[config.mk]
export PLATFORM = sky130hd
export DESIGN_NAME = tdp_datapath
export DESIGN_NICKNAME = d
export VERILOG_FILES = /design/src/hdl/tdp_pkg.sv /design/src/hdl/tdp_datapath.sv
export SDC_FILE = /design/constraint.sdc
export NUM_CORES = 1
export LEC_CHECK = 0
export BUFFER_PORTS_ARGS = -buffer_cell sky130_fd_sc_hd__buf_2
export CAP_MARGIN = 20
export CORE_MARGIN = 2
export CORE_UTILIZATION = 40
export DETAILED_ROUTE_END_ITERATION = 10
export PLACE_DENSITY = 0.54
export SKIP_CTS_REPAIR_TIMING = 1
export SYNTH_ARGS = -nofsm -noshare
export SYNTH_HDL_FRONTEND = slang
export SYNTH_SLANG_ARGS = --single-unit
[constraint.sdc]
create_clock -name aclk -period 9.7 [get_ports aclk]
set_input_delay 0.485 -clock aclk [delete_from_list [all_inputs] [get_ports aclk]]
set_output_delay 0.485 -clock aclk [all_outputs]
set_load 0.01 [all_outputs]
[src/hdl/tdp_pkg.sv]
// Shared types and microcode for the trial-division prime tester.
// Holds the control word layout, branch conditions and the program ROM.
// No dependencies.
`default_nettype none

package tdp_pkg;

    localparam int UPC_W = 3;

    // Program step addresses
    localparam logic [UPC_W-1:0] STEP_LOAD  = 3'd0;
    localparam logic [UPC_W-1:0] STEP_SMALL = 3'd1;
    localparam logic [UPC_W-1:0] STEP_BOUND = 3'd2;
    localparam logic [UPC_W-1:0] STEP_DIV   = 3'd3;
    localparam logic [UPC_W-1:0] STEP_REM   = 3'd4;
    localparam logic [UPC_W-1:0] STEP_EMIT  = 3'd5;

    typedef enum logic [2:0] {
        COND_IN_VALID = 3'd0,
        COND_SMALL    = 3'd1,
        COND_OVER     = 3'd2,
        COND_CNT_ZERO = 3'd3,
        COND_REM_ZERO = 3'd4,
        COND_OUT_FREE = 3'd5
    } cond_t;

    typedef struct packed {
        cond_t            cond;
        logic [UPC_W-1:0] tgt_hit;
        logic [UPC_W-1:0] tgt_miss;
        logic             ld;
        logic             res_we;
        logic             res_val;
        logic             div_init;
        logic             div_step;
        logic             adv_d;
        logic             emit;
    } ucode_t;

    // Datapath controls issued by the sequencer (ld_go/emit_go gated by branch hit)
    typedef struct packed {
        logic in_ready;
        logic ld_go;
        logic res_we;
        logic res_val;
        logic div_init;
        logic div_step;
        logic adv_d;
        logic emit_go;
    } ctl_t;

    // Branch flags seen by the sequencer
    typedef struct packed {
        logic in_valid;
        logic out_free;
        logic below_two;
        logic over;
        logic cnt_zero;
        logic rem_zero;
    } stat_t;

    function automatic ucode_t ucode_rom(input logic [UPC_W-1:0] addr);
        ucode_t w;
        w = '0;
        case (addr)
            STEP_LOAD: begin
                w.cond = COND_IN_VALID; w.tgt_hit = STEP_SMALL; w.tgt_miss = STEP_LOAD;
                w.ld = 1'b1;
            end
            STEP_SMALL: begin
                w.cond = COND_SMALL; w.tgt_hit = STEP_EMIT; w.tgt_miss = STEP_BOUND;
                w.res_we = 1'b1; w.res_val = 1'b0;
            end
            STEP_BOUND: begin
                w.cond = COND_OVER; w.tgt_hit = STEP_EMIT; w.tgt_miss = STEP_DIV;
                w.res_we = 1'b1; w.res_val = 1'b1; w.div_init = 1'b1;
            end
            STEP_DIV: begin
                w.cond = COND_CNT_ZERO; w.tgt_hit = STEP_REM; w.tgt_miss = STEP_DIV;
                w.div_step = 1'b1;
            end
            STEP_REM: begin
                w.cond = COND_REM_ZERO; w.tgt_hit = STEP_EMIT; w.tgt_miss = STEP_BOUND;
                w.res_we = 1'b1; w.res_val = 1'b0; w.adv_d = 1'b1;
            end
            STEP_EMIT: begin
                w.cond = COND_OUT_FREE; w.tgt_hit = STEP_LOAD; w.tgt_miss = STEP_EMIT;
                w.emit = 1'b1;
            end
            default: begin
                w.cond = COND_OUT_FREE; w.tgt_hit = STEP_LOAD; w.tgt_miss = STEP_LOAD;
            end
        endcase
        return w;
    endfunction

endpackage

`default_nettype wire

[src/hdl/tdp_datapath.sv]
// Datapath: candidate, trial divisor, running square, bit-serial remainder.
// Depends on tdp_pkg; driven by tdp_sequencer controls.
`default_nettype none

module tdp_datapath
    import tdp_pkg::*;
#(
    parameter int DATA_WIDTH = 32
) (
    input  wire logic                  aclk,
    input  wire ctl_t                  ctl,
    input  wire logic [DATA_WIDTH-1:0] cand,
    output stat_t                      flags,
    output logic                       res
);

    localparam int CNT_W = $clog2(DATA_WIDTH);

    logic [DATA_WIDTH-1:0] n_reg, d_reg, r_reg;
    logic [DATA_WIDTH:0]   sq_reg;
    logic [CNT_W-1:0]      cnt_reg;
    logic                  res_reg;
    logic [DATA_WIDTH:0]   shifted;
    logic [DATA_WIDTH:0]   diff;

    // One restoring step: bring in the next candidate bit, subtract if it fits
    assign shifted = {r_reg, n_reg[cnt_reg]};
    assign diff    = shifted - {1'b0, d_reg};

    always_ff @(posedge aclk) begin
        if (ctl.ld_go) begin
            n_reg  <= cand;
            d_reg  <= DATA_WIDTH'(2);
            sq_reg <= (DATA_WIDTH + 1)'(4);
        end else if (ctl.adv_d) begin
            // (d+1)^2 = d^2 + 2d + 1
            d_reg  <= d_reg + DATA_WIDTH'(1);
            sq_reg <= sq_reg + {d_reg, 1'b1};
        end
        if (ctl.div_init) begin
            r_reg   <= '0;
            cnt_reg <= CNT_W'(DATA_WIDTH - 1);
        end else if (ctl.div_step) begin
            r_reg   <= diff[DATA_WIDTH] ? shifted[DATA_WIDTH-1:0] : diff[DATA_WIDTH-1:0];
            cnt_reg <= cnt_reg - CNT_W'(1);
        end
        if (ctl.res_we) begin
            res_reg <= ctl.res_val;
        end
    end

    always_comb begin
        flags.in_valid  = 1'b0;
        flags.out_free  = 1'b0;
        flags.below_two = n_reg[DATA_WIDTH-1] || (n_reg[DATA_WIDTH-1:1] == '0);
        flags.over      = sq_reg > {1'b0, n_reg};
        flags.cnt_zero  = (cnt_reg == '0);
        flags.rem_zero  = (r_reg == '0);
    end

    assign res = res_reg;

endmodule

`default_nettype wire

# Yosys cells after proc, flatten, opt, wreduce, memory -nomap -nowiden
# Index checks and enable logic that the tools add are counted.
totals:
  ff_bits: 135
  inputBits: 41
  output_inout_bits: 7
  elab_cells: 19
op_classes:
  addsub: 4
  magnitude_cmp: 2
  mux: 3
  n_reduce_logical: 4
op_table:
  columns: ["operator", "count"]
  rows:
  - ["$add A33 B33 Y33", 1]
  - ["$gt A33 B32 Y1", 1]
  - ["$sub A33 B32 Y33", 1]
  - ["$add A32 B1 Y32 const B", 1]
  - ["$logic_not A32 Y1", 1]
  - ["$mux W32", 1]
  - ["$logic_not A31 Y1", 1]
  - ["$lt A5 B6 Y1 const B", 1]
  - ["$bmux W1 S5", 1]
  - ["$logic_not A5 Y1", 1]
  - ["$sub A5 B1 Y5 const B", 1]
  - ["$logic_or A1 B1 Y1", 1]
  - ["$mux W1", 1]

# Depth between registers and ports, before layout
logic_depth:
  ltp_word: 4
  ltp_mapped: 17
  ltp_nobuf: 16

# Worst setup path after synthesis
# No wires, ideal clock.
synth_timing:
  path_type: "reg-to-reg"
  start: "register cnt_reg[0]"
  end: "register r_reg[16]"
  setup_time_ns: 0.127
  arrival_time_ns: 4.578
  t_required_ns: 9.573
  path_slack_ns: 4.995
  stages_incl_launch_ff: 18
  path_buffers: 1
  synth_period_minus_slack_ns: 4.705
  path_cell_list: "dfxtp_1 buf_1 mux4_2 mux4_2 mux2i_1 ha_1 inv_1 fa_1 a211o_1 a211oi_1 or3_1 a31oi_2 a31oi_2 o21a_4 xnor2_4 mux2_2 mux2i_1 nor2_1"
synth_via:
  elab_chain_len: 4
synth_rtl:
  columns: ["element", "line", "rtl"]
  rows:
  - ["start, declared", "tdp_datapath.sv:21", "logic [CNT_W-1:0] cnt_reg;"]
  - ["start signal, assigned", "tdp_datapath.sv:42", "cnt_reg <= CNT_W'(DATA_WIDTH - 1);"]
  - ["start signal, assigned", "tdp_datapath.sv:45", "cnt_reg <= cnt_reg - CNT_W'(1);"]
  - ["$bmux W1 S5", "tdp_datapath.sv:27", "assign shifted = {r_reg, n_reg[cnt_reg]};"]
  - ["$mux W1 (implied by the code)", "tdp_datapath.sv:27", null]
  - ["$sub A33 B32 Y33", "tdp_datapath.sv:28", "assign diff = shifted - {1'b0, d_reg};"]
  - ["$mux W32", "tdp_datapath.sv:44", "r_reg <= diff[DATA_WIDTH] ? shifted[DATA_WIDTH-1:0] : diff[DATA_WIDTH-1:0];"]
  - ["end signal, assigned", "tdp_datapath.sv:44", null]
  - ["end, declared", "tdp_datapath.sv:19", "logic [DATA_WIDTH-1:0] n_reg, d_reg, r_reg;"]
# No other way between the ends. The select of a mux whose other input is x is not followed.
# A chain may end at the register's enable or synchronous reset.

# Worst setup path after layout
layout_timing:
  start: "register cnt_reg[0]"
  end: "register r_reg[2]"
# The elaborated chain is that of the path after synthesis.

==> metrics.md <==
| Metric | Value |
|---|---|
| Status | finished, final reports clean |
| IO Pins | 48 |
| CP Cell Sequence | mux4_2 -> mux4_2 -> mux2i_1 -> ha_1 -> inv_1 -> fa_1 -> a211o_1 -> a211oi_1 -> or3_1 -> a31oi_2 -> a31oi_2 -> o21a_4 -> xnor2_4 -> buf_4 -> mux2_2 -> mux2i_1 -> nor2_1 |
| EDFF count, synth | 33 |
| Fin. max-slew vios | 0 |
| Total core area | 0.0241 sq mm |
| Hold EP | res |
| CP Class | flop to flop |
| Area growth syn-to-layout | 11.4% |
| Critical Path Start Type | flop |
| Critical path's top delay family | multiplexers |
| Post-synthesis simple-gate area fraction | 17.8% |
| Hold-critical path depth | 1 |
| Vias in the first global route | 7734 |
| Drt total wl | 23500 um |
| First-pass GRT wire length | 38900 um |
| # rows | 57 |
| CP max stage cell | dfxtp_1 |
| Vias per inst | 5.37 |
| Synth Instances | 1142 |
| Largest net degree at the start of global routing | 69 |
| Initial core utilization | 40.4% |
| Nets@finish | 1307 |
| Drt first pass iters | 4 |
| RD Place Congestion | 0.872 |
| Clk_lat worst skew | 420 ps |
| Max reg flops | 33 |
| Main area contributors after synthesis | dfxtp_1, ha_1, edfxtp_1 |
| Worst EP required | 9970 ps |
| HP Class | input port to flop |
| Xor/xnor cell area share of the yosys netlist | 8.65% |
| Post-DP Area | 0.0102 sq mm |
| Fillers | 2487 |
| Total track usage | 18.6% |
| Drt first-iter violations | 405 |
| Residual DRC | 0 |
| Hold_sp | ctl[4] |
| WP buf/inv | 2 |
| Final hold violations | 0 |
| H-tree Lvls | 4 |
| Yosys warnings | 0 |
| Synthesized flop and latch total | 135 |
| Initial antenna violation count | 0 |
| RSZ-0062 raised after global routing | false |
| Worst Setup End Kind | flop |
| Leakage | 0.00475 uW |
| Async set-or-reset flop fraction in the synthesized netlist | 0% |
| Placed Cells | 1472 |
| Synth Area in Compound Gates | 18.7% |
| Number of port buffers | 43 |
| Post-route cell area | 0.0109 sq mm |
| DRT antenna net count | 0 |
| Layout Cells excl Fill | 1504 |
| Max VDD drop | 0.000191 V |
| Data arrival, critical path | 5990 ps |
| Mux contribution to synthesized area | 5.59% |
| Slew HR | 36.3% |
| Clock Tree Root | clkbuf_16 |
| Post-DP HPWL | 17500 um |
| Synth unique cells | 65 |
| Final Util | 45.0% |
| MaxCap Viol Count | 0 |
| Overflow after GRT | 0 |
| Pwr Total | 2860 uW |
| # diodes | 0 |
| Sequential area share after synthesis | 31.1% |
| Primary FF master, synth | dfxtp_1 |
| CTS Sinks | 135 |
| Share of cells above drive strength 1 | 8.90% |
| Syn Area/Cell | 8.53 sq um |
| Most frequent cell after synthesis | nor2_1 |
| Via count | 8073 |
| Adder and majority gate portion of the synthesized area | 12.9% |
| Worst r2r src | cnt_reg[0] |
| Peak Freq | 175 MHz |
| Layout Skew | 12.3 ps |
| Reg2Reg Capture Point | r_reg[2] |
| Finish-stage setup viols | 0 |
| Reg2Reg Depth | 17 |
| Most frequent cells after synthesis | nor2_1, dfxtp_1, nand2_1, ha_1, inv_1 |
| Cell taking the most area after synthesis | dfxtp_1 |
| Worst-margin pin slew | 931 ps |
| Reg clk slew, reported paths | 60 ps |
| Netlist Area Pre-Place | 0.00974 sq mm |
| R2R Setup Slk | 3980 ps |
| CTS Buf Count | 17 |
| Chip width | 160 um |
| Worst-path maximum fanout | 28 |
| Yosys top cell area share | 21.0% |
| Min Tclk post-route | 5720 ps |
| Crit-path max cell delay | 730 ps |
| CTS tree | built |
| Final TNS setup | 0 ps |
| Chip Height | 160 um |
| Largest family of logic cells by synthesized area | compound AO/OA/AOI/OAI gates |
| Final period util | 59.0% |
| Die area | 0.0256 sq mm |
| Power Density | 264 mW/mm^2 |
| Clock buffer depth | 2 |
| Post-DR wirelength/cell | 15.6 um |
## worst register-to-register path: cells and delay by family (launching register included)
kind | cells | cell delay [ps]
AOI/OAI and AO/OA | 5 | 1370
xor gates and xnor gates | 1 | 120
adders and majority gates | 2 | 670
buffers and inverters | 2 | 410
DFF | 1 | 730
muxes | 5 | 1990
and+or+nand+nor | 2 | 270
## metal layers
layer | GRT usage, % | vias up | part of all wire, %
met2 | 30.7 | 89 | 46
met4 | 3.64 | 0 | 0.79
li1 | - | 4141 | -
met1 | 25.7 | 3833 | 50
met5 | 0 | - | 0
met3 | 3.01 | 10 | 2.6
## cell type report
type                       instances  area [sq um]  share of cell area [%]
inverter                          84           315                    2.90
clock inverter                    15           223                    2.05
sequential                       135          3030                    27.9
clock buffer                      17           425                    3.92
tap                              324           405                    3.73
timing repair buffer              48           255                    2.35
multi-input combinational        881          6200                    57.1
## stage by stage
| stage | worst slack, ps | hold WS [ps] |
|---|---|---|
| detailed placement | 3950 | 502 |
| finish | 3980 | 236 |
| CTS | 3910 | 217 |
| global placement | 4000 | 500 |
| floorplan | 4990 | 473 |
| global route | 3500 | 212 |
## kinds of logic after synthesis
family,Yosys count
AND/OR/NAND/NOR,374
AO/OA/AOI/OAI,273
flip-flops,135
buffers and inverters,127
adder cells (fa/ha/maj),99
XOR/XNOR,92
multiplexers,41
other,1
## cell usage in the layout (no fill, tap or decap), types with 4 or more instances in the layout
cell / n
a211oi_1: 14
a21o_1: 47
a21oi_1: 82
a221oi_1: 5
a311oi_1: 20
a311oi_2: 4
a31oi_1: 8
and3_1: 16
buf_2: 42
buf_4: 6
bufinv_16: 5
clkbuf_16: 17
dfxtp_1: 102
edfxtp_1: 33
ha_1: 97
inv_1: 84
inv_6: 5
mux2_2: 7
mux2i_1: 24
mux4_2: 10
nand2_1: 102
nand2b_1: 13
nand3_1: 27
nand4_1: 16
nor2_1: 131
nor2b_1: 16
nor3_1: 14
nor3b_1: 5
nor4_1: 18
o21a_1: 5
o21ai_0: 45
o21bai_1: 10
or3_1: 4
xnor2_1: 66
xor2_1: 24
## worst max path at each step
stage | from | end | slack (ps) | cells after the start
after floorplan | cnt_reg[0] | r_reg[16] | 4990 | 17
after global placement | cnt_reg[0] | r_reg[2] | 4000 | 17
after detailed placement | cnt_reg[0] | r_reg[2] | 3950 | 17
after CTS | cnt_reg[0] | r_reg[2] | 3910 | 17
after global routing | cnt_reg[0] | r_reg[22] | 3500 | 17
final | cnt_reg[0] | r_reg[2] | 3980 | 17
## where the power goes
| part | total (uW) | internal (uW) | switching, uW | leakage [uW] |
|---|---|---|---|---|
| Combinational | 1410 | 608 | 798 | 0.00328 |
| Sequential | 735 | 647 | 87.9 | 0.00115 |
| Clock | 723 | 459 | 264 | 0.000316 |
Note: power is estimated with default switching activity, not from simulation.
